--- src/rtl/core/urm_pkg.sv ---
// Shared types and constants for the ultrasonic ranger with median-of-three filter.
package urm_pkg;

  // Field widths
  localparam int TIME_W   = 20;
  localparam int SAMPLE_W = TIME_W + 1;
  localparam int DIST_W   = 18;
  localparam int TRIG_W   = 8;
  localparam int CFG_IDX_W  = 3;
  localparam int CFG_DATA_W = 20;

  // Distance scale: mm = time * DIST_MUL >> DIST_SHIFT
  localparam int DIST_MUL_W = 14;
  localparam logic [DIST_MUL_W-1:0] DIST_MUL = 14'd11272;
  localparam int DIST_SHIFT = 16;

  // Sample with the top bit set marks no echo
  typedef logic [SAMPLE_W-1:0] sample_t;
  localparam sample_t NO_ECHO = {1'b1, {TIME_W{1'b0}}};

  // Configuration register indexes
  localparam logic [CFG_IDX_W-1:0] CFG_ECHO_TIMEOUT = 3'd0;
  localparam logic [CFG_IDX_W-1:0] CFG_GAP          = 3'd1;
  localparam logic [CFG_IDX_W-1:0] CFG_BUSY_WAIT    = 3'd2;
  localparam logic [CFG_IDX_W-1:0] CFG_FILTER       = 3'd3;
  localparam logic [CFG_IDX_W-1:0] CFG_TRIG_HIGH    = 3'd4;
  localparam logic [CFG_IDX_W-1:0] CFG_TRIG_LOW     = 3'd5;

  typedef struct packed {
    logic [TIME_W-1:0] echo_timeout_us;
    logic [TIME_W-1:0] gap_us;
    logic [TIME_W-1:0] busy_wait_us;
    logic              filter_enable;
    logic [TRIG_W-1:0] trigger_high_us;
    logic [TRIG_W-1:0] trigger_low_us;
  } cfg_t;

  typedef struct packed {
    logic echo_level;
    logic start_req;
  } in_word_t;

  typedef struct packed {
    logic              trigger_level;
    logic              busy_res;
    logic              done_res;
    logic [TIME_W-1:0] echo_time;
    logic              no_echo;
    logic [DIST_W-1:0] distance_mm;
  } out_word_t;

  // Per-tick status handed from the sequencer to the output stage
  typedef struct packed {
    logic    trigger_level;
    logic    busy_res;
    logic    done_res;
    sample_t result;
  } step_word_t;

endpackage

--- src/rtl/core/urm_ping_ctrl.sv ---
// Ping sequencer: one tick of trigger, echo timing and median filter per word.
module urm_ping_ctrl #(
  parameter int COUNT_WIDTH = 20
) (
  input  logic                clk,
  input  logic                rst,
  input  logic                adv,
  input  urm_pkg::in_word_t   req,
  input  urm_pkg::cfg_t       cfg,
  output urm_pkg::step_word_t step
);

  localparam int LW = (COUNT_WIDTH > urm_pkg::TIME_W) ? COUNT_WIDTH : urm_pkg::TIME_W;
  localparam logic [COUNT_WIDTH-1:0] CNT_MAX = {COUNT_WIDTH{1'b1}};
  localparam logic [1:0] LAST_SAMPLE = 2'd2;

  typedef enum logic [3:0] {
    PH_IDLE, PH_START, PH_BUSYW, PH_TLOW1, PH_THIGH, PH_TLOW2, PH_WAITR, PH_MEAS, PH_GAP
  } phase_t;

  phase_t                  phase, phase_next;
  logic [COUNT_WIDTH-1:0]  phase_counter, phase_counter_next;
  logic [COUNT_WIDTH-1:0]  pulse_counter, pulse_counter_next;
  logic [1:0]              sample_index, sample_index_next;
  urm_pkg::sample_t        result_time, result_time_next;
  urm_pkg::sample_t        sample_store [2];
  urm_pkg::step_word_t     step_next;

  phase_t                  ph;
  logic [COUNT_WIDTH-1:0]  pc_cur, pc_inc;
  logic [COUNT_WIDTH-1:0]  len_busy, len_low, len_high, len_tmo, len_gap;
  logic [urm_pkg::TIME_W-1:0] tmo_raw;
  logic [LW-1:0]           pulse_ext;
  logic                    fin;
  urm_pkg::sample_t        fin_s;

  function automatic logic [COUNT_WIDTH-1:0] clamp_len(input logic [urm_pkg::TIME_W-1:0] len);
    logic [LW-1:0] len_ext;
    len_ext = LW'(len);
    if (len_ext > LW'(CNT_MAX)) begin
      return CNT_MAX;
    end
    return COUNT_WIDTH'(len_ext);
  endfunction

  function automatic logic [COUNT_WIDTH-1:0] sat_inc(input logic [COUNT_WIDTH-1:0] v);
    return (v == CNT_MAX) ? CNT_MAX : v + 1'b1;
  endfunction

  function automatic urm_pkg::sample_t median3(input urm_pkg::sample_t a,
                                              input urm_pkg::sample_t b,
                                              input urm_pkg::sample_t c);
    urm_pkg::sample_t lo, hi, mid;
    lo  = (a < b) ? a : b;
    hi  = (a < b) ? b : a;
    mid = (hi < c) ? hi : c;
    return (lo > mid) ? lo : mid;
  endfunction

  // Clamp phase lengths to the counter range; a zero echo timeout is taken as one
  assign tmo_raw  = (cfg.echo_timeout_us == '0) ? urm_pkg::TIME_W'(1) : cfg.echo_timeout_us;
  assign len_busy = clamp_len(cfg.busy_wait_us);
  assign len_low  = clamp_len(urm_pkg::TIME_W'(cfg.trigger_low_us));
  assign len_high = clamp_len(urm_pkg::TIME_W'(cfg.trigger_high_us));
  assign len_tmo  = clamp_len(tmo_raw);
  assign len_gap  = clamp_len(cfg.gap_us);
  assign pulse_ext = LW'(pulse_counter);

  // Next state for one tick
  always_comb begin
    ph = phase;
    pc_cur = phase_counter;
    fin = 1'b0;
    fin_s = urm_pkg::NO_ECHO;
    step_next.trigger_level = 1'b0;
    step_next.done_res = 1'b0;
    pulse_counter_next = pulse_counter;
    sample_index_next = sample_index;
    result_time_next = result_time;

    if (ph == PH_IDLE && req.start_req) begin
      ph = PH_START;
    end
    step_next.busy_res = (ph != PH_IDLE);
    if (ph == PH_START) begin
      ph = req.echo_level ? PH_BUSYW : PH_TLOW1;
      pc_cur = '0;
    end
    pc_inc = sat_inc(pc_cur);
    phase_next = ph;
    phase_counter_next = pc_cur;

    case (ph)
      PH_BUSYW: begin
        phase_counter_next = pc_inc;
        if (pc_inc >= len_busy) begin
          fin = 1'b1;
        end
      end
      PH_TLOW1: begin
        phase_counter_next = pc_inc;
        if (pc_inc >= len_low) begin
          phase_next = PH_THIGH;
          phase_counter_next = '0;
        end
      end
      PH_THIGH: begin
        step_next.trigger_level = 1'b1;
        phase_counter_next = pc_inc;
        if (pc_inc >= len_high) begin
          phase_next = PH_TLOW2;
          phase_counter_next = '0;
        end
      end
      PH_TLOW2: begin
        phase_counter_next = pc_inc;
        if (pc_inc >= len_low) begin
          phase_next = PH_WAITR;
          phase_counter_next = '0;
          pulse_counter_next = '0;
        end
      end
      PH_WAITR: begin
        if (req.echo_level) begin
          pulse_counter_next = COUNT_WIDTH'(1);
          phase_next = PH_MEAS;
        end
        phase_counter_next = pc_inc;
        if (pc_inc >= len_tmo) begin
          fin = 1'b1;
        end
      end
      PH_MEAS: begin
        if (!req.echo_level) begin
          fin = 1'b1;
          fin_s = {1'b0, pulse_ext[urm_pkg::TIME_W-1:0]};
        end else begin
          pulse_counter_next = sat_inc(pulse_counter);
          phase_counter_next = pc_inc;
          if (pc_inc >= len_tmo) begin
            fin = 1'b1;
          end
        end
      end
      PH_GAP: begin
        phase_counter_next = pc_inc;
        if (pc_inc >= len_gap) begin
          phase_next = PH_START;
          phase_counter_next = '0;
        end
      end
      default: begin
      end
    endcase

    // End of ping: store the sample, then report or go on to the next ping
    if (fin) begin
      step_next.done_res = 1'b1;
      phase_counter_next = '0;
      if (!cfg.filter_enable) begin
        result_time_next = fin_s;
        sample_index_next = '0;
        phase_next = PH_IDLE;
      end else if (sample_index == LAST_SAMPLE) begin
        result_time_next = median3(sample_store[0], sample_store[1], fin_s);
        sample_index_next = '0;
        phase_next = PH_IDLE;
      end else begin
        sample_index_next = sample_index + 1'b1;
        phase_next = (cfg.gap_us == '0) ? PH_START : PH_GAP;
      end
    end
    step_next.result = result_time_next;
  end

  // Hold sequencer state and the registered step word
  always_ff @(posedge clk) begin
    if (rst) begin
      phase <= PH_IDLE;
      phase_counter <= '0;
      pulse_counter <= '0;
      sample_index <= '0;
      result_time <= urm_pkg::NO_ECHO;
    end else if (adv) begin
      phase <= phase_next;
      phase_counter <= phase_counter_next;
      pulse_counter <= pulse_counter_next;
      sample_index <= sample_index_next;
      result_time <= result_time_next;
      step <= step_next;
    end
  end

  // Sample store for the first two pings of a filtered sequence
  always_ff @(posedge clk) begin
    if (adv && fin && sample_index != LAST_SAMPLE) begin
      sample_store[sample_index[0]] <= fin_s;
    end
  end

`ifndef SYNTH
  a_done_busy: assert property (@(posedge clk) disable iff (rst)
    (adv && step_next.done_res) |-> step_next.busy_res)
    else $error("done without busy");
  a_idle_stays: assert property (@(posedge clk) disable iff (rst)
    (adv && phase == PH_IDLE && !req.start_req) |=> (phase == PH_IDLE))
    else $error("left idle without start");
  a_trig_phase: assert property (@(posedge clk) disable iff (rst)
    (adv && step_next.trigger_level) |-> (phase == PH_THIGH))
    else $error("trigger high outside trigger phase");
  a_index_range: assert property (@(posedge clk) disable iff (rst)
    sample_index <= LAST_SAMPLE)
    else $error("sample index out of range");
`endif

endmodule

--- src/rtl/core/urm_range_out.sv ---
// Output stage: converts the held result to time, no-echo flag and distance.
module urm_range_out (
  input  logic                clk,
  input  logic                adv,
  input  urm_pkg::step_word_t step,
  output urm_pkg::out_word_t  word
);

  localparam int PROD_W = urm_pkg::TIME_W + urm_pkg::DIST_MUL_W;

  logic                       noe;
  logic [urm_pkg::TIME_W-1:0] t;
  logic [PROD_W-1:0]          prod;

  // Scale echo time to millimetres
  assign noe  = step.result[urm_pkg::TIME_W];
  assign t    = noe ? '0 : step.result[urm_pkg::TIME_W-1:0];
  assign prod = PROD_W'(t) * PROD_W'(urm_pkg::DIST_MUL);

  // Load the result word
  always_ff @(posedge clk) begin
    if (adv) begin
      word.trigger_level <= step.trigger_level;
      word.busy_res <= step.busy_res;
      word.done_res <= step.done_res;
      word.echo_time <= t;
      word.no_echo <= noe;
      word.distance_mm <= prod[urm_pkg::DIST_SHIFT +: urm_pkg::DIST_W];
    end
  end

endmodule

--- src/rtl/core/ultrasonic_ranger_median3.sv ---
// Top level of the ultrasonic ranger with median-of-three filter.
//
//   channel  direction  handshake            word
//   req      in         req_valid/req_stall  urm_pkg::in_word_t (echo level, start)
//   rsp      out        rsp_valid/rsp_stall  urm_pkg::out_word_t (trigger, status, range)
//   cfg      in         cfg_valid/cfg_ready  cfg_index, cfg_data
//
// While rsp is not stalled, one word per cycle is taken and one result word per word is given.
// A word passes an input register, the sequencer register and the output
// register in that order; a stall on rsp can hold it in any of them.
// rst (synchronous) clears sequencer state and valid flags, sets cfg defaults.
// A stall on rsp holds the output register; empty stages ahead of it keep
// filling, and req_stall rises only when all three stages are full.
module ultrasonic_ranger_median3 #(
  parameter int COUNT_WIDTH = 20
) (
  input  logic                                clk,
  input  logic                                rst,
  input  logic                                req_valid,
  output logic                                req_stall,
  input  urm_pkg::in_word_t                   req_word,
  output logic                                rsp_valid,
  input  logic                                rsp_stall,
  output urm_pkg::out_word_t                  rsp_word,
  input  logic                                cfg_valid,
  output logic                                cfg_ready,
  input  logic [urm_pkg::CFG_IDX_W-1:0]       cfg_index,
  input  logic [urm_pkg::CFG_DATA_W-1:0]      cfg_data
);

  urm_pkg::cfg_t       cfg;
  urm_pkg::in_word_t   in_reg;
  urm_pkg::step_word_t step;
  logic                in_full, step_full;
  logic                out_free, step_free, in_free;
  logic                adv_in, adv_step, adv_out;

  // Stage handshake
  assign out_free  = !rsp_valid || !rsp_stall;
  assign adv_out   = step_full && out_free;
  assign step_free = !step_full || out_free;
  assign adv_step  = in_full && step_free;
  assign in_free   = !in_full || step_free;
  assign req_stall = !in_free;
  assign adv_in    = req_valid && in_free;
  assign cfg_ready = 1'b1;

  // Advance stage valid flags
  always_ff @(posedge clk) begin
    if (rst) begin
      in_full <= 1'b0;
      step_full <= 1'b0;
      rsp_valid <= 1'b0;
    end else begin
      if (adv_in) begin
        in_full <= 1'b1;
      end else if (adv_step) begin
        in_full <= 1'b0;
      end
      if (adv_step) begin
        step_full <= 1'b1;
      end else if (adv_out) begin
        step_full <= 1'b0;
      end
      if (adv_out) begin
        rsp_valid <= 1'b1;
      end else if (!rsp_stall) begin
        rsp_valid <= 1'b0;
      end
    end
  end

  // Hold the input word
  always_ff @(posedge clk) begin
    if (adv_in) begin
      in_reg <= req_word;
    end
  end

  // Configuration registers
  always_ff @(posedge clk) begin
    if (rst) begin
      cfg.echo_timeout_us <= urm_pkg::TIME_W'(50000);
      cfg.gap_us <= urm_pkg::TIME_W'(50000);
      cfg.busy_wait_us <= urm_pkg::TIME_W'(25000);
      cfg.filter_enable <= 1'b1;
      cfg.trigger_high_us <= urm_pkg::TRIG_W'(15);
      cfg.trigger_low_us <= urm_pkg::TRIG_W'(5);
    end else if (cfg_valid && cfg_ready) begin
      case (cfg_index)
        urm_pkg::CFG_ECHO_TIMEOUT: cfg.echo_timeout_us <= cfg_data[urm_pkg::TIME_W-1:0];
        urm_pkg::CFG_GAP:          cfg.gap_us <= cfg_data[urm_pkg::TIME_W-1:0];
        urm_pkg::CFG_BUSY_WAIT:    cfg.busy_wait_us <= cfg_data[urm_pkg::TIME_W-1:0];
        urm_pkg::CFG_FILTER:       cfg.filter_enable <= cfg_data[0];
        urm_pkg::CFG_TRIG_HIGH:    cfg.trigger_high_us <= cfg_data[urm_pkg::TRIG_W-1:0];
        urm_pkg::CFG_TRIG_LOW:     cfg.trigger_low_us <= cfg_data[urm_pkg::TRIG_W-1:0];
        default: begin
        end
      endcase
    end
  end

  urm_ping_ctrl #(
    .COUNT_WIDTH(COUNT_WIDTH)
  ) u_ping_ctrl (
    .clk  (clk),
    .rst  (rst),
    .adv  (adv_step),
    .req  (in_reg),
    .cfg  (cfg),
    .step (step)
  );

  urm_range_out u_range_out (
    .clk  (clk),
    .adv  (adv_out),
    .step (step),
    .word (rsp_word)
  );

endmodule
--- config.mk ---
export PLATFORM = sky130hd
export DESIGN_NAME = ultrasonic_ranger_median3
export DESIGN_NICKNAME = d
export VERILOG_FILES = /design/src/rtl/core/urm_pkg.sv /design/src/rtl/core/urm_ping_ctrl.sv /design/src/rtl/core/urm_range_out.sv /design/src/rtl/core/ultrasonic_ranger_median3.sv
export SDC_FILE = /design/constraint.sdc
export NUM_CORES = 1
export LEC_CHECK = 0
export BUFFER_PORTS_ARGS = -buffer_cell sky130_fd_sc_hd__buf_2
export CORE_ASPECT_RATIO = 0.9
export CORE_MARGIN = 5
export CORE_UTILIZATION = 65
export DETAILED_ROUTE_END_ITERATION = 7
export HOLD_SLACK_MARGIN = 0.1
export PLACE_DENSITY = 0.83
export SLEW_MARGIN = 20
export SYNTH_ARGS = -nofsm -noshare
export SYNTH_HDL_FRONTEND = slang
export SYNTH_SLANG_ARGS = --single-unit
--- constraint.sdc ---
create_clock -name clk -period 16.1 [get_ports clk]
set_input_delay 1.61 -clock clk [delete_from_list [all_inputs] [get_ports clk]]
set_output_delay 1.61 -clock clk [all_outputs]
set_load 0.005 [all_outputs]
==> flow_summary_export.csv <==
group,metric,value,unit
route,route.detailed.drc,0,
placed_design,gp_congestion,0.9809,
clock_network,clockBufferDepth,3,
global_routing,track_usage,0.3082,
synth,synthSimpleGateAreaFrac,0.1691,
clock_network,clock_latency,0.56,ns
timing,max_freq,114.2,MHz
setup_path,cp.arrival,9.15,ns
global_routing,grt_overflow,0,
synth,synth_cell_type_count,80,
synth,synth_compound_area_frac,0.1956,
placed_design,dp_worst_setup_slack,7.720,ns
setup_path,crit_family,"simple AND/OR/NAND/NOR gates",
synth,synth_top_family_by_area,"compound AO/OA/AOI/OAI gates",
route,drtAntennaViolNets,0,
route,dr.first_iter.drc_count,1639,
global_routing,grt_max_degree,71,
synth,async_reset_ff_frac,0,
floorplanning,die_area,31630,um2
clock_network,htree_levels,1,
finish,final_nets,2460,
timing,finClkSkew,0.01558,ns
finish,final_layout_size_suffix_gt1_frac,0.08349,
timing,final-max-slew-violation-count,0,
timing,finalSetupTns,0,ns
synth,netlist_area,18310,um2
power_and_ir_drop,p_seq_frac,0.472,
finish,syn2layout_area_growth,8.323,%
synth,yosysWarnings,0,
synth,synth_fa_ha_area_frac,0.1894,
route,wl,49.97,mm
synth,synth_seq_area_share,0.3411,
status,status,"complete, no violations",
setup_path,start_kind,"flop",
synth,yosys.area.top_type,"edfxtp_1",
timing,layout_setup_ws,7.342,ns
clock_network,cts_resized,0,
synth,synth_edf_count,110,
synth,synthTopCellsByArea,"edfxtp_1 18%, dfxtp_1 16%, ha_1 16%",
timing,hold_ws,0.4196,ns
route,vias_per_cell,6.420,
setup_path,crit_type,"reg2reg",
setup_path,ff2ff_setup_slack,7.34,ns
global_routing,grt_pass1_vias,15930,
floorplanning,initial_core_util,0.6571,
setup_path,end_kind,"flop",
clock_network,root_buffer,"clkbuf_16",
setup_path,reg2reg_from,"u_ping_ctrl.phase[2]",
setup_path,cp.depth,24,
placed_design,port_buffers,73,
synth,synth_cells,2150,
clock_network,cts_buffers,29,
finish,num_antenna_cells,0,
placed_design,hpwl,36.60,mm
setup_path,rr_worst_depth,24,
power_and_ir_drop,p_leak,8.639,nW
power_and_ir_drop,p_sw,0.0003681,W
setup_path,required,16.49,ns
timing,setup_viol,0,
setup_path,cp-startpoint,"u_ping_ctrl.phase[2]",
clock_network,cts_hold_buf,0,
floorplanning,num_rows,58,
route,wl_per_cell,19.58,um
flow_run,maxCapViolCount,0,
synth,syn_nets,2441,
global_routing,grt_pass1_wl,81.03,mm
synth,yosysTopAreaCellShare,0.1804,
clock_network,post-cts-setup-buffers,0,
timing,grt_setup_unrepaired,"no",
finish,final_cell_mix,"304 x nand2_1, 253 x inv_1, 234 x ha_1, 152 x a21oi_1, 147 x dfxtp_1",
power_and_ir_drop,p_comb_frac,0.084,
hold_path,hold_path_depth,0,
setup_path,critPathBufInv,1,
hold_path,min_path_type,"reg2reg",
floorplanning,io_pins,75,
power_and_ir_drop,vdd_drop_max,95.98,uV
setup_path,worstPathMaxFanout,32,
finish,top_register,"cfg",
synth,synthXorXnorAreaFrac,0.01483,
finish,final_common_cell,"nand2_1",
global_routing,antenna_found_initial,1,
setup_path,endpoint,"u_ping_ctrl.step[15]",
power_and_ir_drop,power_frac_clock,0.444,
timing,worst_pin_slew,1.194,ns
synth,syn_area_per_cell,8.517,um2
clock_network,cts_tree,"done",
route,via_count,16380,
power_and_ir_drop,p_total,0.001482,W
finish,largest_reg_flops,77,
power_and_ir_drop,intPower,0.001114,W
hold_path,min_from,"u_ping_ctrl.step[21]",
synth,synthFlopType,"dfxtp_1",
timing,slew_headroom,0.2011,
floorplanning,die_x,186.9,um
timing,hold_violations,0,
timing,period_share,0.5440,
floorplanning,core,27870,um2
route,dr.pass1.iters,5,
setup_path,crit-reg2reg-capture,"u_ping_ctrl.step[15]",
finish,fin_util,0.7118,
synth,synth-seq-cells,257,
setup_path,cpMostUsedCell,"o21ai_0",
clock_network,cts_sinks,257,
timing,fin_crit,8.758,ns
setup_path,path_cells,"nor2b_1 > and3_1 > nand2_1 > inv_2 > nand2_1 > ha_1 > and3_1 > o21ai_0 > a21oi_1 > nor3_1 > o311a_1 > a221o_1 > nand2_1 > o21ai_0 > ha_1 > a21oi_1 > o21ai_0 > a2111oi_0 > o31a_1 > o21ai_0 > and2_1 > nor2_1 > o211ai_1 > a41oi_1",
power_and_ir_drop,p_per_area,74.73,nW/um2
clock_network,clkTransAtPathRegs,0.07,ns
setup_path,crit_path_top_delay_cell,"nor2_1",
floorplanning,fp.dieH,169.2,um
synth,synthMuxAreaShare,0.01449,
setup_path,cp_slowest_stage_delay,0.87,ns
power_and_ir_drop,p_sw_frac,0.2484,
[worst min path at each step]
| stage | endpoint | slack, ns |
|---|---|---|
| after CTS | u_range_out.word[39] | 0.42 |
| after global placement | u_range_out.word[39] | 0.40 |
| after global routing | u_range_out.word[39] | 0.44 |
| final | u_range_out.word[39] | 0.42 |
| after detailed placement | u_range_out.word[39] | 0.41 |
| after floorplan | u_range_out.word[39] | 0.40 |
[logic make-up (layout without fill, tap and decap cells)]
family          after synthesis  count (layout)
xor+xnor                     31              31
mux                          24              24
flops                       257             257
compound gates              551             551
buf+inv                     360             402
simple gates                665             665
fa+ha+maj                   261             261
other cells                   1               1
[metal layers]
metal | up-vias | GRT usage | part of all wire
li1 | 7648 | - | -
met1 | 7762 | 0.4261 | 0.42
met2 | 852 | 0.4982 | 0.45
met3 | 119 | 0.06561 | 0.11
met4 | 2 | 0.08165 | 0.024
met5 | - | 0 | 0.00014
[worst reg2reg max path, delay by kind of cell, from the launching register on]
family | cells | cell delay [ns]
AOI/OAI and AO/OA | 12 | 2.89
adders and majority gates | 2 | 0.68
buffers and inverters | 1 | 0.51
DFF | 1 | 0.60
and+or+nand+nor | 9 | 3.94
[stage by stage]
| stage | instance area (um2) | std cells |
|---|---|---|
| floorplan | 18310 | 2150 |
| finish | 19840 | 2552 |
| global placement | 18900 | 2498 |
| global route | 19840 | 2552 |
| CTS | 19840 | 2552 |
| detailed placement | 18900 | 2498 |
[cell type report]
cell class | instances | area, um2
timing repair buffer | 92 | 510.5
tap | 360 | 450.4
fill | 2091 | 8031
multi-input combinational | 1533 | 10730
sequential | 257 | 6246
clock buffer | 41 | 812.0
inverter | 256 | 960.9
clock inverter | 13 | 126.4
[cells in the mapped netlist (28+ instances only)]
library cell / number
dfxtp_1: 147
nor2_1: 113
o21ai_0: 123
inv_1: 253
and2_1: 28
a31oi_1: 42
a21oi_1: 152
ha_1: 234
clkbuf_1: 87
nand2b_1: 28
edfxtp_1: 110
nand2_1: 304
nand3_1: 51
[power groups by stage]
stage | clock network [W] | logic (W) | registers (W)
floorplan | 0 | 0.0000836 | 0.000710
global placement | 0 | 0.000116 | 0.000712
detailed placement | 0 | 0.000119 | 0.000713
CTS | 0.000662 | 0.000121 | 0.000699
global route | 0.000691 | 0.000136 | 0.000700
finish | 0.000658 | 0.000125 | 0.000699
No activity file was read; power rests on OpenSTA's default activity.
